==> config.mk <==
export PLATFORM = sky130hd
export DESIGN_NAME = rtp_header_parser
export DESIGN_NICKNAME = d
export VERILOG_FILES = /design/src/hw/rtl/rhp_pkg.sv /design/src/hw/rtl/rhp_cfg.sv /design/src/hw/rtl/rhp_capture.sv /design/src/hw/rtl/rhp_result.sv /design/src/hw/rtl/rtp_header_parser.sv
export SDC_FILE = /design/constraint.sdc
export NUM_CORES = 1
export LEC_CHECK = 0
export BUFFER_PORTS_ARGS = -buffer_cell sky130_fd_sc_hd__buf_4
export CAP_MARGIN = 20
export CORE_ASPECT_RATIO = 2
export CORE_MARGIN = 5
export CORE_UTILIZATION = 59
export DETAILED_ROUTE_END_ITERATION = 8
export GPL_ROUTABILITY_DRIVEN = 0
export GPL_TIMING_DRIVEN = 0
export HOLD_SLACK_MARGIN = 0.1
export PLACE_DENSITY = 0.8
export RECOVER_POWER = 100
export SLEW_MARGIN = 20
export SYNTH_ARGS = -nofsm -noshare
export SYNTH_HDL_FRONTEND = slang
export SYNTH_SLANG_ARGS = --single-unit
==> constraint.sdc <==
create_clock -name clk -period 7.9 [get_ports clk]
set_clock_uncertainty 0.15 [all_clocks]
set_input_delay 1.185 -clock clk [delete_from_list [all_inputs] [get_ports clk]]
set_output_delay 1.185 -clock clk [all_outputs]
set_load 0.01 [all_outputs]
==> src/hw/rtl/rhp_pkg.sv <==
`timescale 1ns / 1ps
// ----------------------------------------------------------------------------
// rhp_pkg
// Shared types and constants for the RTP header parser.
// ----------------------------------------------------------------------------
package rhp_pkg;

	localparam logic [15:0] HDR_LEN     = 16'd12;
	localparam logic [15:0] CNT_MAX     = 16'hFFFF;
	localparam logic [15:0] MAX_LEN_RST = 16'd1500;

	// status codes
	localparam logic [2:0] ST_OK       = 3'd0;
	localparam logic [2:0] ST_SHORT    = 3'd1;
	localparam logic [2:0] ST_LONG     = 3'd2;
	localparam logic [2:0] ST_CSRC     = 3'd3;
	localparam logic [2:0] ST_EXT_HDR  = 3'd4;
	localparam logic [2:0] ST_EXT_LEN  = 3'd5;
	localparam logic [2:0] ST_PAD_EMPT = 3'd6;
	localparam logic [2:0] ST_PAD_LEN  = 3'd7;

	// register index
	localparam logic REG_MAX_LENGTH = 1'b0;

	// everything the checker needs from one packet, taken on its last byte
	typedef struct packed {
		logic [16:0] len;
		logic        ovf;
		logic [7:0]  hdr0;
		logic [7:0]  hdr1;
		logic [15:0] seq;
		logic [31:0] ts;
		logic [31:0] src;
		logic [15:0] ext_words;
		logic [7:0]  pad_bytes;
	} pkt_t;

endpackage

==> src/hw/rtl/rhp_cfg.sv <==
`timescale 1ns / 1ps
// ----------------------------------------------------------------------------
// rhp_cfg
// APB register file holding the maximum packet length.
// ----------------------------------------------------------------------------
module rhp_cfg import rhp_pkg::*; (
	input  logic        clk,
	input  logic        arst_n,
	input  logic        psel,
	input  logic        penable,
	input  logic        pwrite,
	input  logic [2:0]  paddr,
	input  logic [31:0] pwdata,
	output logic [31:0] prdata,
	output logic        pready,
	output logic [15:0] max_length
);

	logic [15:0] max_length_q;

	always_ff @(posedge clk or negedge arst_n) begin
		if (!arst_n) begin
			max_length_q <= MAX_LEN_RST;
		end else if (psel && penable && pwrite && (paddr[2] == REG_MAX_LENGTH)) begin
			max_length_q <= pwdata[15:0];
		end
	end

	assign prdata     = (paddr[2] == REG_MAX_LENGTH) ? {16'd0, max_length_q} : 32'd0;
	assign pready     = 1'b1;
	assign max_length = max_length_q;

endmodule

==> src/hw/rtl/rhp_capture.sv <==
`timescale 1ns / 1ps
// ----------------------------------------------------------------------------
// rhp_capture
// Byte counter and header capture; snapshots the packet on its last byte.
// ----------------------------------------------------------------------------
module rhp_capture import rhp_pkg::*; (
	input  logic       clk,
	input  logic       arst_n,
	input  logic       accept,
	input  logic [7:0] data_byte,
	input  logic       last_byte,
	output pkt_t       pkt_s1
);

	logic [15:0] cnt_q;
	logic        ovf_q;
	logic [7:0]  hdr0_q;
	logic [7:0]  hdr1_q;
	logic [15:0] seq_q;
	logic [31:0] ts_q;
	logic [31:0] src_q;
	logic [15:0] ext_q;

	logic [7:0]  hdr0_n;
	logic [7:0]  hdr1_n;
	logic [15:0] seq_n;
	logic [31:0] ts_n;
	logic [31:0] src_n;
	logic [15:0] ext_n;
	logic [15:0] ext_pos;
	logic        cap;

	// extension length word sits after the CSRC list plus two bytes
	assign ext_pos = HDR_LEN + {10'd0, hdr0_q[3:0], 2'b00} + 16'd2;
	assign cap     = !ovf_q;

	always_comb begin
		hdr0_n = hdr0_q;
		hdr1_n = hdr1_q;
		seq_n  = seq_q;
		ts_n   = ts_q;
		src_n  = src_q;
		ext_n  = ext_q;
		if (cap) begin
			if (cnt_q == 16'd0) begin
				hdr0_n = data_byte;
			end else if (cnt_q == 16'd1) begin
				hdr1_n = data_byte;
			end else if (cnt_q < 16'd4) begin
				seq_n = {seq_q[7:0], data_byte};
			end else if (cnt_q < 16'd8) begin
				ts_n = {ts_q[23:0], data_byte};
			end else if (cnt_q < HDR_LEN) begin
				src_n = {src_q[23:0], data_byte};
			end else if (cnt_q == ext_pos) begin
				ext_n = {data_byte, 8'd0};
			end else if (cnt_q == ext_pos + 16'd1) begin
				ext_n = {ext_q[15:8], data_byte};
			end
		end
	end

	always_ff @(posedge clk or negedge arst_n) begin
		if (!arst_n) begin
			cnt_q  <= '0;
			ovf_q  <= 1'b0;
			hdr0_q <= '0;
			hdr1_q <= '0;
			seq_q  <= '0;
			ts_q   <= '0;
			src_q  <= '0;
			ext_q  <= '0;
		end else if (accept) begin
			if (last_byte) begin
				// clear for the next packet
				cnt_q  <= '0;
				ovf_q  <= 1'b0;
				hdr0_q <= '0;
				hdr1_q <= '0;
				seq_q  <= '0;
				ts_q   <= '0;
				src_q  <= '0;
				ext_q  <= '0;
			end else begin
				hdr0_q <= hdr0_n;
				hdr1_q <= hdr1_n;
				seq_q  <= seq_n;
				ts_q   <= ts_n;
				src_q  <= src_n;
				ext_q  <= ext_n;
				// saturate the counter
				if (cnt_q == CNT_MAX) begin
					ovf_q <= 1'b1;
				end else begin
					cnt_q <= cnt_q + 16'd1;
				end
			end
		end
	end

	always_ff @(posedge clk) begin
		if (accept && last_byte) begin
			pkt_s1.len       <= {1'b0, cnt_q} + 17'd1;
			pkt_s1.ovf       <= ovf_q;
			pkt_s1.hdr0      <= hdr0_n;
			pkt_s1.hdr1      <= hdr1_n;
			pkt_s1.seq       <= seq_n;
			pkt_s1.ts        <= ts_n;
			pkt_s1.src       <= src_n;
			pkt_s1.ext_words <= ext_n;
			pkt_s1.pad_bytes <= data_byte;
		end
	end

endmodule

==> src/hw/rtl/rhp_result.sv <==
`timescale 1ns / 1ps
// ----------------------------------------------------------------------------
// rhp_result
// Length checks, payload offset and length, and the result register.
// ----------------------------------------------------------------------------
module rhp_result import rhp_pkg::*; (
	input  logic        clk,
	input  logic        arst_n,
	input  pkt_t        pkt_s1,
	input  logic        valid_s1,
	input  logic        advance,
	input  logic [15:0] max_length,
	output logic        out_valid,
	output logic [2:0]  status,
	output logic [1:0]  version,
	output logic        padding_flag,
	output logic        extension_flag,
	output logic [3:0]  csrc_count,
	output logic        marker,
	output logic [6:0]  payload_type,
	output logic [15:0] sequence_number,
	output logic [31:0] media_timestamp,
	output logic [31:0] source_id,
	output logic [15:0] payload_offset,
	output logic [15:0] payload_length
);

	logic        valid_q;
	logic [2:0]  status_q;
	logic [15:0] offset_q;
	logic [15:0] plen_q;
	pkt_t        pkt_q;

	logic        ext;
	logic        pad;
	logic [3:0]  cc;
	logic [15:0] cc4;
	logic [17:0] esz;
	logic [15:0] rem0;
	logic [15:0] rem1;
	logic [15:0] rem2;
	logic [15:0] rem3;
	logic [15:0] offset;
	logic [15:0] plen;
	logic [2:0]  st;

	assign cc   = pkt_s1.hdr0[3:0];
	assign ext  = pkt_s1.hdr0[4];
	assign pad  = pkt_s1.hdr0[5];
	assign cc4  = {10'd0, cc, 2'b00};
	assign esz  = {pkt_s1.ext_words, 2'b00};
	assign rem0 = pkt_s1.len[15:0] - HDR_LEN;
	assign rem1 = rem0 - cc4;
	assign rem2 = rem1 - 16'd4;
	assign rem3 = ext ? (rem2 - esz[15:0]) : rem1;
	assign plen = pad ? (rem3 - {8'd0, pkt_s1.pad_bytes}) : rem3;

	always_comb begin
		if (pkt_s1.len < {1'b0, HDR_LEN}) begin
			st = ST_SHORT;
		end else if (pkt_s1.ovf || pkt_s1.len[16] || (pkt_s1.len > {1'b0, max_length})) begin
			st = ST_LONG;
		end else if ((cc != 4'd0) && (rem0 <= cc4)) begin
			st = ST_CSRC;
		end else if (ext && (rem1 <= 16'd4)) begin
			st = ST_EXT_HDR;
		end else if (ext && ({2'b00, rem2} <= esz)) begin
			st = ST_EXT_LEN;
		end else if (pad && (rem3 == 16'd0)) begin
			st = ST_PAD_EMPT;
		end else if (pad && (rem3 <= {8'd0, pkt_s1.pad_bytes})) begin
			st = ST_PAD_LEN;
		end else begin
			st = ST_OK;
		end
	end

	// on a good packet the offset stays below the length, so 16 bits hold it
	assign offset = HDR_LEN + cc4 + (ext ? (16'd4 + esz[15:0]) : 16'd0);

	always_ff @(posedge clk or negedge arst_n) begin
		if (!arst_n) begin
			valid_q <= 1'b0;
		end else if (advance) begin
			valid_q <= valid_s1;
		end
	end

	always_ff @(posedge clk) begin
		if (advance && valid_s1) begin
			status_q <= st;
			offset_q <= (st == ST_OK) ? offset : 16'd0;
			plen_q   <= (st == ST_OK) ? plen : 16'd0;
			pkt_q    <= pkt_s1;
		end
	end

	assign out_valid       = valid_q;
	assign status          = status_q;
	assign version         = pkt_q.hdr0[7:6];
	assign padding_flag    = pkt_q.hdr0[5];
	assign extension_flag  = pkt_q.hdr0[4];
	assign csrc_count      = pkt_q.hdr0[3:0];
	assign marker          = pkt_q.hdr1[7];
	assign payload_type    = pkt_q.hdr1[6:0];
	assign sequence_number = pkt_q.seq;
	assign media_timestamp = pkt_q.ts;
	assign source_id       = pkt_q.src;
	assign payload_offset  = offset_q;
	assign payload_length  = plen_q;

endmodule

==> src/hw/rtl/rtp_header_parser.sv <==
`timescale 1ns / 1ps
// ----------------------------------------------------------------------------
// rtp_header_parser
// Byte-serial RTP packet parser: one result per packet on its last byte.
// Throughput: one byte per cycle, back to back across packets, while out_ready
//   lets results drain. The last byte goes to the snapshot register, then
//   through the check logic into the result register.
// Reset clears the byte counter and header state; max_length resets to 1500.
// ----------------------------------------------------------------------------
module rtp_header_parser import rhp_pkg::*; (
	input  logic        clk,
	input  logic        arst_n,
	input  logic        psel,
	input  logic        penable,
	input  logic        pwrite,
	input  logic [2:0]  paddr,
	input  logic [31:0] pwdata,
	output logic [31:0] prdata,
	output logic        pready,
	input  logic        in_valid,
	output logic        in_ready,
	input  logic [7:0]  data_byte,
	input  logic        last_byte,
	output logic        out_valid,
	input  logic        out_ready,
	output logic [2:0]  status,
	output logic [1:0]  version,
	output logic        padding_flag,
	output logic        extension_flag,
	output logic [3:0]  csrc_count,
	output logic        marker,
	output logic [6:0]  payload_type,
	output logic [15:0] sequence_number,
	output logic [31:0] media_timestamp,
	output logic [31:0] source_id,
	output logic [15:0] payload_offset,
	output logic [15:0] payload_length
);

	logic [15:0] max_length;
	logic        accept;
	logic        advance;
	logic        valid_s1;
	pkt_t        pkt_s1;

	assign advance  = !out_valid || out_ready;
	assign in_ready = !valid_s1 || advance;
	assign accept   = in_valid && in_ready;

	// snapshot stage valid: load on a last byte, drain into the result register
	always_ff @(posedge clk or negedge arst_n) begin
		if (!arst_n) begin
			valid_s1 <= 1'b0;
		end else if (accept && last_byte) begin
			valid_s1 <= 1'b1;
		end else if (advance) begin
			valid_s1 <= 1'b0;
		end
	end

	rhp_cfg u_cfg (
		.clk        (clk),
		.arst_n     (arst_n),
		.psel       (psel),
		.penable    (penable),
		.pwrite     (pwrite),
		.paddr      (paddr),
		.pwdata     (pwdata),
		.prdata     (prdata),
		.pready     (pready),
		.max_length (max_length)
	);

	rhp_capture u_capture (
		.clk       (clk),
		.arst_n    (arst_n),
		.accept    (accept),
		.data_byte (data_byte),
		.last_byte (last_byte),
		.pkt_s1    (pkt_s1)
	);

	rhp_result u_result (
		.clk             (clk),
		.arst_n          (arst_n),
		.pkt_s1          (pkt_s1),
		.valid_s1        (valid_s1),
		.advance         (advance),
		.max_length      (max_length),
		.out_valid       (out_valid),
		.status          (status),
		.version         (version),
		.padding_flag    (padding_flag),
		.extension_flag  (extension_flag),
		.csrc_count      (csrc_count),
		.marker          (marker),
		.payload_type    (payload_type),
		.sequence_number (sequence_number),
		.media_timestamp (media_timestamp),
		.source_id       (source_id),
		.payload_offset  (payload_offset),
		.payload_length  (payload_length)
	);

endmodule

## Word-level counts from Yosys, hierarchy flattened

Index checks and enable logic that the tools add are counted.

- Register bits: 416
- Bits of input ports: 51
- Output and inout port bits: 166
- Logic and storage cells: 132

- $add $sub $neg: 13
- Order comparisons: 9
- Equal/unequal tests: 5
- Multiplexer cells: 51
- Bitwise operators: 1
- Reductions and logical operators: 25

Operators with widths:

| cell | count |
|---|---|
| $mux W32 | 13 |
| $mux W16 | 19 |
| $mux W8 | 8 |
| $add A16 B1 Y16 const B | 2 |
| $eq A16 B16 Y1 | 2 |
| $logic_not A16 Y1 | 2 |
| $lt A16 B4 Y1 const B | 2 |
| $mux W3 | 7 |
| $le A16 B18 Y1 | 1 |
| $add A16 B1 Y17 const B | 1 |
| $gt A17 B16 Y1 | 1 |
| $lt A17 B4 Y1 const B | 1 |
| $add A16 B16 Y16 | 1 |
| $add A16 B2 Y16 const B | 1 |
| $add A3 B16 Y16 const A | 1 |
| $eq A16 B1 Y1 const B | 1 |
| $eq A16 B16 Y1 const B | 1 |
| $le A16 B3 Y1 const B | 1 |
| $le A16 B6 Y1 | 1 |
| $le A16 B8 Y1 | 1 |
| $lt A16 B3 Y1 const B | 1 |
| $sub A16 B16 Y16 | 1 |
| $sub A16 B3 Y16 const B | 1 |
| $sub A16 B4 Y16 const B | 1 |
| 13 further kinds | 33 |

## Longest topological paths before layout

Gate-level depths: netlist (run 1).

- Word-level depth: 15
- Gate-level depth with buffers: 25
- Mapped depth without buffers: 24

## Modules after synthesis

Synthesis (run 1) repeated with hierarchy kept, for this count alone.

- Cells, all modules: 1693
- Area, all modules: 20567.2 µm²

By module, submodules not included:

| module | times used | cells each | area an instance (µm²) |
|---|---|---|---|
| rhp_capture | 1 | 893 | 11597.4 |
| rhp_result | 1 | 724 | 7993.9 |
| rhp_cfg | 1 | 70 | 908.4 |
| rtp_header_parser | 1 | 6 | 67.6 |

## Worst setup path before layout (run 1)

Ideal clock, no wire load.

- Path type: reg2reg
- Start: register u_capture.pkt_s1[123] (netlist name)
- End: register u_result.plen_q[6], in the netlist u_result.payload_length[6] (data pin)
- Setup time: 283 ps
- Data arrival time: 5611 ps
- Slack: 1856 ps
- Cell stages (with the launch flop): 23
- Buffers on the path: 1
- Path through: edfxtp_1 -> ha_1 -> inv_1 -> fa_1 -> nand2b_1 -> a21oi_1 -> a211oi_1 -> or3_1 -> a221o_1 -> or2_2 -> or3_1 -> xnor2_1 -> ha_1 -> nand2_1 -> or3_1 -> a21oi_1 -> o21ai_0 -> nor3b_1 -> a31o_1 -> a2111o_1 -> o31ai_4 -> buf_4 -> a2111oi_0

- Longest elaborated chain between the ends: 15
- Elaborated cells on any way between the ends: 28

RTL lines:

| item | RTL line | RTL |
|---|---|---|
| $sub A16 B4 Y16 | rhp_result.sv:52 | `assign rem0 = pkt_s1.len[15:0] - HDR_LEN;` |
| $sub A16 B6 Y16 | rhp_result.sv:53 | `assign rem1 = rem0 - cc4;` |
| $sub A16 B3 Y16 | rhp_result.sv:54 | `assign rem2 = rem1 - 16'd4;` |
| $sub A16 B16 Y16 | rhp_result.sv:55 | `assign rem3 = ext ? (rem2 - esz[15:0]) : rem1;` |
| $mux W16 | rhp_result.sv:55 |  |
| $le A16 B8 Y1 | rhp_result.sv:71 | `end else if (pad && (rem3 <= {8'd0, pkt_s1.pad_bytes})) begin` |
| $logic_and A1 B1 Y1 | rhp_result.sv:71 |  |
| $mux W3 | rhp_result.sv:71 |  |
| $mux W3 | rhp_result.sv:69 | `end else if (pad && (rem3 == 16'd0)) begin` |
| $mux W3 | rhp_result.sv:67 | `end else if (ext && ({2'b00, rem2} <= esz)) begin` |
| $mux W3 | rhp_result.sv:65 | `end else if (ext && (rem1 <= 16'd4)) begin` |
| $mux W3 | rhp_result.sv:63 | `end else if ((cc != 4'd0) && (rem0 <= cc4)) begin` |
| $mux W3 | rhp_result.sv:61 | `end else if (pkt_s1.ovf \|\| pkt_s1.len[16] \|\| (pkt_s1.len > {1'b0, max_length})) begin` |
| $mux W3 | rhp_result.sv:59 | `if (pkt_s1.len < {1'b0, HDR_LEN}) begin` |
| $logic_not A3 Y1 | rhp_result.sv:93 | `plen_q <= (st == ST_OK) ? plen : 16'd0;` |
| end signal: assignment | rhp_result.sv:93 |  |
| end: declaration | rhp_result.sv:31 | `logic [15:0] plen_q;` |

Several ways; a longest one is shown, not always the timed one.
A chain may end at the register's enable or synchronous reset.

## Worst setup path after layout (run 1)

- Start: register u_capture.pkt_s1[125] (netlist name)
- End: register u_result.plen_q[4], in the netlist u_result.payload_length[4] (data pin)

- Longest elaborated chain between the ends: 15
- Elaborated cells on any way between the ends: 28

RTL lines:

| item | RTL line |
|---|---|
| $sub A16 B4 Y16 | rhp_result.sv:52 |
| $sub A16 B6 Y16 | rhp_result.sv:53 |
| $sub A16 B3 Y16 | rhp_result.sv:54 |
| $sub A16 B16 Y16 | rhp_result.sv:55 |
| $mux W16 | rhp_result.sv:55 |
| $le A16 B8 Y1 | rhp_result.sv:71 |
| $logic_and A1 B1 Y1 | rhp_result.sv:71 |
| $mux W3 | rhp_result.sv:71 |
| $mux W3 | rhp_result.sv:69 |
| $mux W3 | rhp_result.sv:67 |
| $mux W3 | rhp_result.sv:65 |
| $mux W3 | rhp_result.sv:63 |
| $mux W3 | rhp_result.sv:61 |
| $mux W3 | rhp_result.sv:59 |
| $logic_not A3 Y1 | rhp_result.sv:93 |

Several ways; a longest one is shown, not always the timed one.

==> flow_results.xml, run 1 <==
<?xml version="1.0" encoding="UTF-8"?>
<metrics>
  <group name="synthesis">
    <metric name="syn_avg_cell_area" unit="um2">12.7</metric>
    <metric name="synth_warn" unit="">0</metric>
    <metric name="post-synth-top-area-cell" unit="">sky130_fd_sc_hd__edfxtp_1</metric>
    <metric name="synth.area.top_cells" unit="">sky130_fd_sc_hd__edfxtp_1 (41%), sky130_fd_sc_hd__dfrtp_1 (18%), sky130_fd_sc_hd__mux2_2 (6.6%)</metric>
    <metric name="synth_enable_flop_cells" unit="">267</metric>
    <metric name="ys_ff_latch" unit="">414</metric>
    <metric name="ys.flop_type" unit="">sky130_fd_sc_hd__edfxtp_1</metric>
    <metric name="sequential_element_share_of_the_synthesized_area" unit="%">59.8</metric>
    <metric name="synth-async-reset-ratio" unit="%">35.5</metric>
    <metric name="synthesis.instances" unit="">1538</metric>
    <metric name="post_synth_instance_area" unit="mm2">0.0196</metric>
    <metric name="area_fraction_of_the_dominant_cell_type_after_synthesis" unit="%">41.0</metric>
    <metric name="post_synth_num_cell_types" unit="">79</metric>
  </group>
  <group name="cts">
    <metric name="clock_insertion_delay_worst_skew" unit="ps">550</metric>
    <metric name="htree_levels" unit="">2</metric>
    <metric name="cts_bufs_inserted" unit="">36</metric>
    <metric name="tritoncts" unit="">done</metric>
    <metric name="post_cts_hold_buffer_count" unit="">0</metric>
    <metric name="post_cts.resized_instances" unit="">0</metric>
    <metric name="total_number_of_clock_tree_sinks" unit="">414</metric>
    <metric name="cell_at_the_root_of_the_clock_tree" unit="">sky130_fd_sc_hd__clkbuf_16</metric>
    <metric name="max-clock-path-buffers" unit="">3</metric>
    <metric name="worst_setup_hold_path_clk_slew" unit="ps">70</metric>
    <metric name="post-cts-setup-buffer-count" unit="">0</metric>
  </group>
  <group name="global_route">
    <metric name="met2_usage" unit="%">50.7</metric>
    <metric name="first_pass_grt_wire_length" unit="mm">76.3</metric>
    <metric name="groute.layer.met1.usage" unit="%">26.5</metric>
    <metric name="grt_util_met3" unit="%">4.29</metric>
    <metric name="initial_antenna_violation_count" unit="">0</metric>
    <metric name="globalRoute.totalOverflow" unit="">0</metric>
    <metric name="first_global_vias" unit="">13900</metric>
    <metric name="track_usage" unit="%">26.2</metric>
    <metric name="grt_start_max_net_pins" unit="">100</metric>
    <metric name="gr-max-usage-layer" unit="">met2</metric>
  </group>
  <group name="power_and_ir_drop">
    <metric name="total_leakage_power" unit="nW">9.01</metric>
    <metric name="share_seq_of_total_power" unit="%">49.0</metric>
    <metric name="p_switching" unit="mW">1.44</metric>
    <metric name="max-vdd-ir-drop" unit="uV">195</metric>
    <metric name="intPower" unit="mW">3.73</metric>
    <metric name="power_switching_share" unit="%">27.8</metric>
    <metric name="power.total" unit="mW">5.17</metric>
    <metric name="power.share.clock" unit="%">33.7</metric>
    <metric name="pwr-share-comb" unit="%">17.3</metric>
    <metric name="power_density" unit="mW/mm2">234</metric>
  </group>
  <group name="run_status">
    <metric name="failed_checks" unit="">max-capacitance violations, max-slew violations</metric>
    <metric name="run_status" unit="">complete, but fails checks</metric>
  </group>
  <group name="cells_and_area">
    <metric name="final_non_filler_cell_area" unit="mm2">0.0221</metric>
    <metric name="multi_input_area" unit="mm2">0.00721</metric>
    <metric name="final_net_count" unit="">1888</metric>
    <metric name="diodes" unit="">0</metric>
    <metric name="proportion_of_layout_cells_with_a_drive_suffix_above_1" unit="%">8.54</metric>
    <metric name="area.sequential" unit="mm2">0.0117</metric>
    <metric name="post-route-util" unit="%">67.3</metric>
    <metric name="flow.area_growth_from_synthesis" unit="%">12.9</metric>
    <metric name="final-instance-count-excl-fill" unit="">2235</metric>
    <metric name="fillCellCount" unit="">2442</metric>
  </group>
  <group name="die">
    <metric name="core_area" unit="mm2">0.0328</metric>
    <metric name="chipHeight" unit="um">268</metric>
    <metric name="floorplan.rows" unit="">94</metric>
    <metric name="die_x" unit="um">139</metric>
    <metric name="top_level_i_o_count" unit="">217</metric>
    <metric name="die_area" unit="mm2">0.0371</metric>
    <metric name="initial_utilization" unit="%">59.6</metric>
  </group>
  <group name="detailed_routing">
    <metric name="drtAntennaViolNets" unit="">0</metric>
    <metric name="routed_wire_length_per_instance" unit="um">22.0</metric>
    <metric name="viasPerCell" unit="">6.02</metric>
    <metric name="via_total_after_detailed_routing" unit="">13500</metric>
    <metric name="totalWireLength" unit="mm">49.1</metric>
    <metric name="drc_errors" unit="">0</metric>
    <metric name="drt_pre_antenna_iters" unit="">5</metric>
    <metric name="drt_first_iter_violations" unit="">868</metric>
  </group>
  <group name="timing">
    <metric name="fin_crit_sh" unit="%">93.1</metric>
    <metric name="worstMarginPinSlew" unit="ps">3100</metric>
    <metric name="fmaxAchievable" unit="MHz">136</metric>
    <metric name="finalHoldViolations" unit="">0</metric>
    <metric name="setup_violations" unit="">0</metric>
    <metric name="layout_min_cycle_time" unit="ps">7350</metric>
    <metric name="rsz0062_at_grt" unit="">no</metric>
    <metric name="finalMaxSlewViolations" unit="">436</metric>
    <metric name="timing.slew.headroom" unit="%">-106</metric>
    <metric name="fin_setup_tns" unit="ps">0</metric>
  </group>
  <group name="placement">
    <metric name="dp.final_hpwl" unit="mm">35.9</metric>
    <metric name="dp_cells" unit="">2169</metric>
    <metric name="detailed_place.area" unit="mm2">0.0216</metric>
    <metric name="io_buffer_count" unit="">178</metric>
  </group>
  <group name="setup_path">
    <metric name="crit_family" unit="">compound AO/OA/AOI/OAI gates</metric>
    <metric name="rr_endpoint" unit="">u_result.payload_length[4]$_SDFFCE_PP0P_</metric>
    <metric name="cp-endpoint" unit="">u_result.payload_length[4]$_SDFFCE_PP0P_</metric>
    <metric name="cp_cell_sequence" unit="">clkbuf_1 &gt; a211o_1 &gt; clkbuf_1 &gt; nand2_1 &gt; ha_1 &gt; nor2_1 &gt; a21oi_1 &gt; a211oi_1 &gt; or3_1 &gt; a221o_1 &gt; or2_2 &gt; or3_1 &gt; xnor2_1 &gt; ha_1 &gt; nand2_1 &gt; or3_1 &gt; a21oi_1 &gt; o21ai_0 &gt; a21boi_0 &gt; o21ai_0 &gt; a22oi_1 &gt; o31ai_1 &gt; buf_4 &gt; a2111oi_0</metric>
    <metric name="launching_point_of_the_worst_reg2reg_path" unit="">u_capture.pkt_s1[125]$_DFFE_PP_</metric>
    <metric name="timing.critical_path.slowest_cell_delay" unit="ps">500</metric>
    <metric name="rrSetupSlack" unit="ps">550</metric>
    <metric name="critical-path-top-cell-by-count" unit="">sky130_fd_sc_hd__or3_1</metric>
    <metric name="criticalPathCategory" unit="">reg2reg</metric>
    <metric name="timing.critical_path.arrival" unit="ps">7480</metric>
    <metric name="crit_path_max_fanout" unit="">10</metric>
    <metric name="startpoint" unit="">u_capture.pkt_s1[125]$_DFFE_PP_</metric>
    <metric name="worst-path-buf-inv" unit="">3</metric>
    <metric name="required" unit="ps">8030</metric>
    <metric name="crit_slowest_cell" unit="">sky130_fd_sc_hd__a21oi_1</metric>
    <metric name="crit_path_end_kind" unit="">flop</metric>
    <metric name="crit_path_start_kind" unit="">flop</metric>
    <metric name="critical_path_depth" unit="">24</metric>
    <metric name="timing.reg2reg.worst_path_depth" unit="">24</metric>
  </group>
  <group name="run">
    <metric name="cap_viol_max_count" unit="">8</metric>
  </group>
  <group name="worst_hold_path">
    <metric name="min_path_type" unit="">reg2reg</metric>
  </group>
</metrics>
cell families (layout without fill, tap and decap cells):
logic type | after synthesis | in the layout | share of synthesized area (%)
muxes | 125 | 125 | 7.13
AOI/OAI and AO/OA | 323 | 323 | 12.1
other | 2 | 19 | 0.0384
DFF | 414 | 414 | 59.8
buffers and inverters | 161 | 409 | 3.56
xor gates and xnor gates | 83 | 83 | 3.71
and+or+nand+nor | 368 | 368 | 9.51
adders and majority gates | 62 | 62 | 4.12
worst register-to-register path, stage by stage, from the launching register on:
cell                        delay, ps
sky130_fd_sc_hd__edfxtp_1         380
sky130_fd_sc_hd__clkbuf_1         320
sky130_fd_sc_hd__a211o_1          140
sky130_fd_sc_hd__clkbuf_1         330
sky130_fd_sc_hd__nand2_1          130
sky130_fd_sc_hd__ha_1             350
sky130_fd_sc_hd__nor2_1            80
sky130_fd_sc_hd__a21oi_1          500
sky130_fd_sc_hd__a211oi_1         270
sky130_fd_sc_hd__or3_1            390
sky130_fd_sc_hd__a221o_1          390
sky130_fd_sc_hd__or2_2            300
sky130_fd_sc_hd__or3_1            390
sky130_fd_sc_hd__xnor2_1          140
sky130_fd_sc_hd__ha_1             340
sky130_fd_sc_hd__nand2_1          110
sky130_fd_sc_hd__or3_1            350
sky130_fd_sc_hd__a21oi_1          200
sky130_fd_sc_hd__o21ai_0          150
sky130_fd_sc_hd__a21boi_0         200
sky130_fd_sc_hd__o21ai_0          190
sky130_fd_sc_hd__a22oi_1          400
sky130_fd_sc_hd__o31ai_1          180
sky130_fd_sc_hd__buf_4            220
sky130_fd_sc_hd__a2111oi_0        490
through the flow:
| stage | worst slack [ps] | hold WS, ps |
|---|---|---|
| after detailed placement | 569 | 255 |
| final | 546 | 266 |
| after global placement | 645 | 254 |
| after CTS | 552 | 267 |
| after global routing | 71.7 | 276 |
| after floorplan | 1860 | 250 |
synthesized netlist by cell type (3+ instances only):
cell type	number
sky130_fd_sc_hd__edfxtp_1	267
sky130_fd_sc_hd__dfrtp_1	140
sky130_fd_sc_hd__mux2_2	115
sky130_fd_sc_hd__a22o_1	108
sky130_fd_sc_hd__nor2_1	95
sky130_fd_sc_hd__nand2_1	77
sky130_fd_sc_hd__clkbuf_1	68
sky130_fd_sc_hd__inv_1	64
sky130_fd_sc_hd__o21ai_0	62
sky130_fd_sc_hd__ha_1	58
sky130_fd_sc_hd__nor3_1	49
sky130_fd_sc_hd__xnor2_1	46
sky130_fd_sc_hd__xor2_1	37
sky130_fd_sc_hd__a21oi_1	36
sky130_fd_sc_hd__a21o_1	27
sky130_fd_sc_hd__nand3_1	23
sky130_fd_sc_hd__buf_4	22
sky130_fd_sc_hd__nor2b_1	19
sky130_fd_sc_hd__or3_1	16
sky130_fd_sc_hd__o21a_1	15
sky130_fd_sc_hd__nand4_1	14
sky130_fd_sc_hd__nor4_1	14
sky130_fd_sc_hd__a31oi_1	13
sky130_fd_sc_hd__and3_1	12
sky130_fd_sc_hd__mux2i_1	10
sky130_fd_sc_hd__nand2b_1	9
sky130_fd_sc_hd__a211oi_1	8
sky130_fd_sc_hd__dfstp_2	7
sky130_fd_sc_hd__or4_1	7
sky130_fd_sc_hd__nand4b_1	6
sky130_fd_sc_hd__nor3b_1	6
sky130_fd_sc_hd__a2111oi_0	5
sky130_fd_sc_hd__a21boi_0	5
sky130_fd_sc_hd__and2_1	5
sky130_fd_sc_hd__fa_1	4
sky130_fd_sc_hd__o31ai_1	4
sky130_fd_sc_hd__a211o_1	3
sky130_fd_sc_hd__and4_1	3
sky130_fd_sc_hd__buf_1	3
sky130_fd_sc_hd__o21bai_1	3
sky130_fd_sc_hd__o31a_1	3
sky130_fd_sc_hd__or2_2	3
power groups by stage:
stage          Combinational (mW)  Clock [mW]  Sequential, mW
6_report                    0.892        1.74            2.53
5_1_grt                     0.984        1.86            2.55
4_1_cts                     0.953        1.77            2.53
3_5_place_dp                0.947           0            2.57
3_3_place_gp                0.909           0            2.58
2_1_floorplan               0.602           0            2.58
layout by cell type, fill, tap and decap left out, drive strengths merged, types with 4 or more instances in the layout:
cell type and count:
a2111oi 7, a211oi 8, a21boi 5, a21o 27, a21oi 36, a22o 108, a31oi 13, and2 5
and3 12, buf 44, clkbuf 281, clkinv 15, conb 19, dfrtp 140, dfstp 7, edfxtp 267
fa 4, ha 58, inv 66, mux2 115, mux2i 10, nand2 77, nand2b 9, nand3 23
nand4 14, nand4b 6, nor2 95, nor2b 19, nor3 50, nor3b 6, nor4 15, o21a 15
o21ai 64, o31ai 5, or2 5, or3 16, or4 7, xnor2 46, xor2 37
registers in the layout, summed over array words and instances, names as in the netlist, 2 cells and up:
signal,flops
u_result.payload_offset,14
u_result.payload_type,7
u_capture.seq_q,16
u_result.media_timestamp,32
u_result.payload_length,16
u_result.csrc_count,4
u_result.version,2
u_capture.pkt_s1,138
u_result.sequence_number,16
u_capture.cnt_q,16
u_capture.hdr1_q,8
u_capture.ext_q,16
u_result.source_id,32
u_cfg.max_length,16
u_capture.src_q,32
u_result.status,3
u_capture.hdr0_q,8
u_capture.ts_q,32
routing by layer:
metal  up-vias  wire, um  share of wire, %
met2       487     27600                56
met4         0      2840               5.8
met5         -         0                 0
met3       169      2230               4.5
li1       6176         -                 -
met1      6625     16400                33
how the worst min path moves through the flow:
stage | from | depth (start not counted) | slack (ps) | endpoint
global route | u_capture.pkt_s1[59]$_DFFE_PP_ | 0 | 280 | u_result.media_timestamp[3]$_DFFE_PP_
global placement | u_capture.pkt_s1[46]$_DFFE_PP_ | 0 | 250 | u_result.source_id[22]$_DFFE_PP_
detailed placement | u_capture.pkt_s1[65]$_DFFE_PP_ | 0 | 250 | u_result.media_timestamp[9]$_DFFE_PP_
CTS | u_capture.pkt_s1[36]$_DFFE_PP_ | 0 | 270 | u_result.source_id[12]$_DFFE_PP_
floorplan | u_capture.pkt_s1[111]$_DFFE_PP_ | 0 | 250 | u_result.marker$_DFFE_PP_
finish | u_capture.pkt_s1[36]$_DFFE_PP_ | 0 | 270 | u_result.source_id[12]$_DFFE_PP_
layout make-up:
cell class,count,area share [%]
flip-flops and latches,414,53.0
multi-input cells,980,32.6
clock buffers,47,4.50
repair buffers,182,3.53
well taps,432,2.45
plain buffers,96,2.02
inverters,65,1.11
clock inverters,19,0.787
Power figures use the tool's default switching activity.
==> run 2, diff against run 1 <==
--- a/config.mk
+++ b/config.mk
@@ -9,13 +9,14 @@
 export CAP_MARGIN = 20
 export CORE_ASPECT_RATIO = 2
 export CORE_MARGIN = 5
-export CORE_UTILIZATION = 59
+export CORE_UTILIZATION = 60
 export DETAILED_ROUTE_END_ITERATION = 8
 export GPL_ROUTABILITY_DRIVEN = 0
 export GPL_TIMING_DRIVEN = 0
 export HOLD_SLACK_MARGIN = 0.1
-export PLACE_DENSITY = 0.8
+export PLACE_DENSITY = 0.81
 export RECOVER_POWER = 100
+export SETUP_SLACK_MARGIN = 0.4
 export SLEW_MARGIN = 20
 export SYNTH_ARGS = -nofsm -noshare
 export SYNTH_HDL_FRONTEND = slang
==> constraint.sdc (replaced) <==
create_clock -name clk -period 9 [get_ports clk]
set_clock_uncertainty 0.15 [all_clocks]
set_input_delay 1.35 -clock clk [delete_from_list [all_inputs] [get_ports clk]]
set_output_delay 1.35 -clock clk [all_outputs]
set_load 0.01 [all_outputs]
==> flow_results.xml, run 2 (synthesis gave the netlist of run 1 again) <==
<?xml version="1.0" encoding="UTF-8"?>
<metrics>
  <group name="cts">
    <metric name="tritoncts" unit="">done</metric>
    <metric name="max-clock-path-buffers" unit="">3</metric>
    <metric name="htree_levels" unit="">2</metric>
    <metric name="worst_setup_hold_path_clk_slew" unit="ps">70</metric>
    <metric name="cts_bufs_inserted" unit="">36</metric>
    <metric name="post-cts-setup-buffer-count" unit="">0</metric>
    <metric name="clock_insertion_delay_worst_skew" unit="ps">540</metric>
    <metric name="total_number_of_clock_tree_sinks" unit="">414</metric>
    <metric name="cell_at_the_root_of_the_clock_tree" unit="">sky130_fd_sc_hd__clkbuf_16</metric>
    <metric name="post_cts_hold_buffer_count" unit="">0</metric>
    <metric name="post_cts.resized_instances" unit="">0</metric>
  </group>
  <group name="power_and_ir_drop">
    <metric name="share_seq_of_total_power" unit="%">49.1</metric>
    <metric name="total_leakage_power" unit="nW">9.00</metric>
    <metric name="power_switching_share" unit="%">27.5</metric>
    <metric name="power.total" unit="mW">4.53</metric>
    <metric name="pwr-share-comb" unit="%">17.5</metric>
    <metric name="intPower" unit="mW">3.29</metric>
    <metric name="power.share.clock" unit="%">33.5</metric>
    <metric name="max-vdd-ir-drop" unit="uV">189</metric>
    <metric name="power_density" unit="mW/mm2">205</metric>
    <metric name="p_switching" unit="mW">1.24</metric>
  </group>
  <group name="timing">
    <metric name="rsz0062_at_grt" unit="">no</metric>
    <metric name="setup_violations" unit="">0</metric>
    <metric name="timing.final.ws_setup" unit="ps">1380</metric>
    <metric name="fin_crit_sh" unit="%">84.7</metric>
    <metric name="fmaxAchievable" unit="MHz">131</metric>
    <metric name="worstMarginPinSlew" unit="ps">3310</metric>
    <metric name="finalHoldWorstSlack" unit="ps">263</metric>
    <metric name="finalHoldViolations" unit="">0</metric>
    <metric name="timing.slew.headroom" unit="%">-121</metric>
    <metric name="fin_setup_tns" unit="ps">0</metric>
    <metric name="layout_min_cycle_time" unit="ps">7620</metric>
    <metric name="finalMaxSlewViolations" unit="">346</metric>
  </group>
  <group name="detailed_routing">
    <metric name="drt_pre_antenna_iters" unit="">5</metric>
    <metric name="totalWireLength" unit="mm">49.2</metric>
    <metric name="drt_first_iter_violations" unit="">907</metric>
    <metric name="drc_errors" unit="">0</metric>
    <metric name="via_total_after_detailed_routing" unit="">13500</metric>
    <metric name="drtAntennaViolNets" unit="">0</metric>
    <metric name="routed_wire_length_per_instance" unit="um">22.1</metric>
    <metric name="viasPerCell" unit="">6.07</metric>
  </group>
  <group name="cells_and_area">
    <metric name="layout_commonest_cell" unit="">sky130_fd_sc_hd__edfxtp_1</metric>
    <metric name="most-common-layout-cells" unit="">sky130_fd_sc_hd__edfxtp_1 (267), sky130_fd_sc_hd__clkbuf_1 (240), sky130_fd_sc_hd__dfrtp_1 (140)</metric>
    <metric name="final-instance-count-excl-fill" unit="">2230</metric>
    <metric name="max_flop_register" unit="">u_capture.pkt_s1</metric>
    <metric name="final_net_count" unit="">1889</metric>
    <metric name="post-route-util" unit="%">68.5</metric>
    <metric name="final_non_filler_cell_area" unit="mm2">0.0221</metric>
    <metric name="diodes" unit="">0</metric>
    <metric name="flow.area_growth_from_synthesis" unit="%">12.9</metric>
    <metric name="max_reg_flops" unit="">138</metric>
    <metric name="proportion_of_layout_cells_with_a_drive_suffix_above_1" unit="%">8.10</metric>
  </group>
  <group name="die">
    <metric name="die_x" unit="um">138</metric>
    <metric name="top_level_i_o_count" unit="">217</metric>
    <metric name="die_area" unit="mm2">0.0365</metric>
    <metric name="chipHeight" unit="um">265</metric>
    <metric name="floorplan.rows" unit="">93</metric>
    <metric name="core_area" unit="mm2">0.0322</metric>
    <metric name="initial_utilization" unit="%">60.7</metric>
  </group>
  <group name="worst_hold_path">
    <metric name="min_path_type" unit="">reg2reg</metric>
  </group>
  <group name="run_status">
    <metric name="run_status" unit="">complete, but fails checks</metric>
    <metric name="failed_checks" unit="">max-capacitance violations, max-slew violations</metric>
  </group>
  <group name="global_route">
    <metric name="first_pass_grt_wire_length" unit="mm">76.3</metric>
    <metric name="grt_start_max_net_pins" unit="">93</metric>
    <metric name="track_usage" unit="%">27.3</metric>
    <metric name="globalRoute.totalOverflow" unit="">0</metric>
    <metric name="initial_antenna_violation_count" unit="">0</metric>
    <metric name="first_global_vias" unit="">13900</metric>
  </group>
  <group name="setup_path">
    <metric name="required" unit="ps">9100</metric>
    <metric name="criticalPathCategory" unit="">reg2reg</metric>
    <metric name="crit_path_start_kind" unit="">flop</metric>
    <metric name="timing.critical_path.arrival" unit="ps">7720</metric>
    <metric name="crit_path_max_fanout" unit="">10</metric>
    <metric name="crit_path_end_kind" unit="">flop</metric>
  </group>
  <group name="placement">
    <metric name="io_buffer_count" unit="">178</metric>
    <metric name="dp_cells" unit="">2165</metric>
    <metric name="detailed_place.area" unit="mm2">0.0216</metric>
    <metric name="preCtsSetupSlack" unit="ps">1620</metric>
    <metric name="dp.final_hpwl" unit="mm">36.1</metric>
  </group>
  <group name="run">
    <metric name="cap_viol_max_count" unit="">8</metric>
  </group>
</metrics>
run 2: cell types whose count changed in the layout (fill, tap and decap cells not counted), moves of 2 or more:
cell	change
sky130_fd_sc_hd__clkbuf_2	-2
sky130_fd_sc_hd__clkinv_4	-2
sky130_fd_sc_hd__clkinvlp_4	+2
sky130_fd_sc_hd__clkinv_1	-3
sky130_fd_sc_hd__clkbuf_1	+6
sky130_fd_sc_hd__mux2_2	-5
sky130_fd_sc_hd__mux2_1	+5
run 2: area by class of cell:
type	count	area (um2)
plain buffers	96	442
clock buffers	49	991
clock inverters	16	154
fillers	2391	10100
inverters	65	245
multi-input cells	980	7210
flip-flops and latches	414	11700
well taps	427	534
repair buffers	183	802
run 2: worst paths after layout:
kind                                                       from                                       end  slack [ps]  cells past startpoint
min in group asynchronous                                arst_n           u_capture.seq_q[13]$_DFFE_PN0P_        1760                      1
worst max register to register  u_capture.pkt_s1[125]$_DFFE_PP_  u_result.payload_length[4]$_SDFFCE_PP0P_        1380                     25
worst min register to register   u_capture.pkt_s1[92]$_DFFE_PP_     u_result.sequence_number[4]$_DFFE_PP_         260                      0
worst min-delay path             u_capture.pkt_s1[92]$_DFFE_PP_     u_result.sequence_number[4]$_DFFE_PP_         260                      0
max in group asynchronous                                arst_n           u_capture.cnt_q[10]$_DFFE_PN0P_        5050                      1
worst max-delay path            u_capture.pkt_s1[125]$_DFFE_PP_  u_result.payload_length[4]$_SDFFCE_PP0P_        1380                     25
run 2: layer usage:
metal  vias to the layer above  wire length (um)  global-route usage [%]
li1                       6185                 -                       -
met1                      6638             15800                    27.5
met2                       518             27000                    50.8
met3                       204              2740                    4.88
met4                         0              3650                    16.0
met5                         -                 0                       0
run 2: power groups by stage:
| stage | Sequential, mW | Clock [mW] | Combinational, mW |
|---|---|---|---|
| final | 2.22 | 1.52 | 0.792 |
| after global routing | 2.23 | 1.63 | 0.865 |
| after CTS | 2.22 | 1.54 | 0.838 |
| after detailed placement | 2.26 | 0 | 0.833 |
| after global placement | 2.27 | 0 | 0.798 |
| after floorplan | 2.26 | 0 | 0.528 |
run 2: critical path, cell delays in order (launching register included):
cell	delay [ps]
sky130_fd_sc_hd__edfxtp_1	390
sky130_fd_sc_hd__clkbuf_1	320
sky130_fd_sc_hd__a211o_1	140
sky130_fd_sc_hd__clkbuf_1	320
sky130_fd_sc_hd__nand2_1	150
sky130_fd_sc_hd__ha_1	360
sky130_fd_sc_hd__nor2_1	80
sky130_fd_sc_hd__a21oi_1	510
sky130_fd_sc_hd__a211oi_1	270
sky130_fd_sc_hd__or3_1	380
sky130_fd_sc_hd__a221o_1	380
sky130_fd_sc_hd__or2_2	300
sky130_fd_sc_hd__nor2_1	180
sky130_fd_sc_hd__xor2_1	120
sky130_fd_sc_hd__ha_1	320
sky130_fd_sc_hd__clkbuf_1	270
sky130_fd_sc_hd__nand2_1	90
sky130_fd_sc_hd__or3_1	410
sky130_fd_sc_hd__a21oi_1	210
sky130_fd_sc_hd__o21ai_0	160
sky130_fd_sc_hd__nor3b_1	180
sky130_fd_sc_hd__a31o_1	250
sky130_fd_sc_hd__a2111o_1	400
sky130_fd_sc_hd__o31ai_1	350
sky130_fd_sc_hd__clkbuf_1	490
sky130_fd_sc_hd__a2111oi_0	170
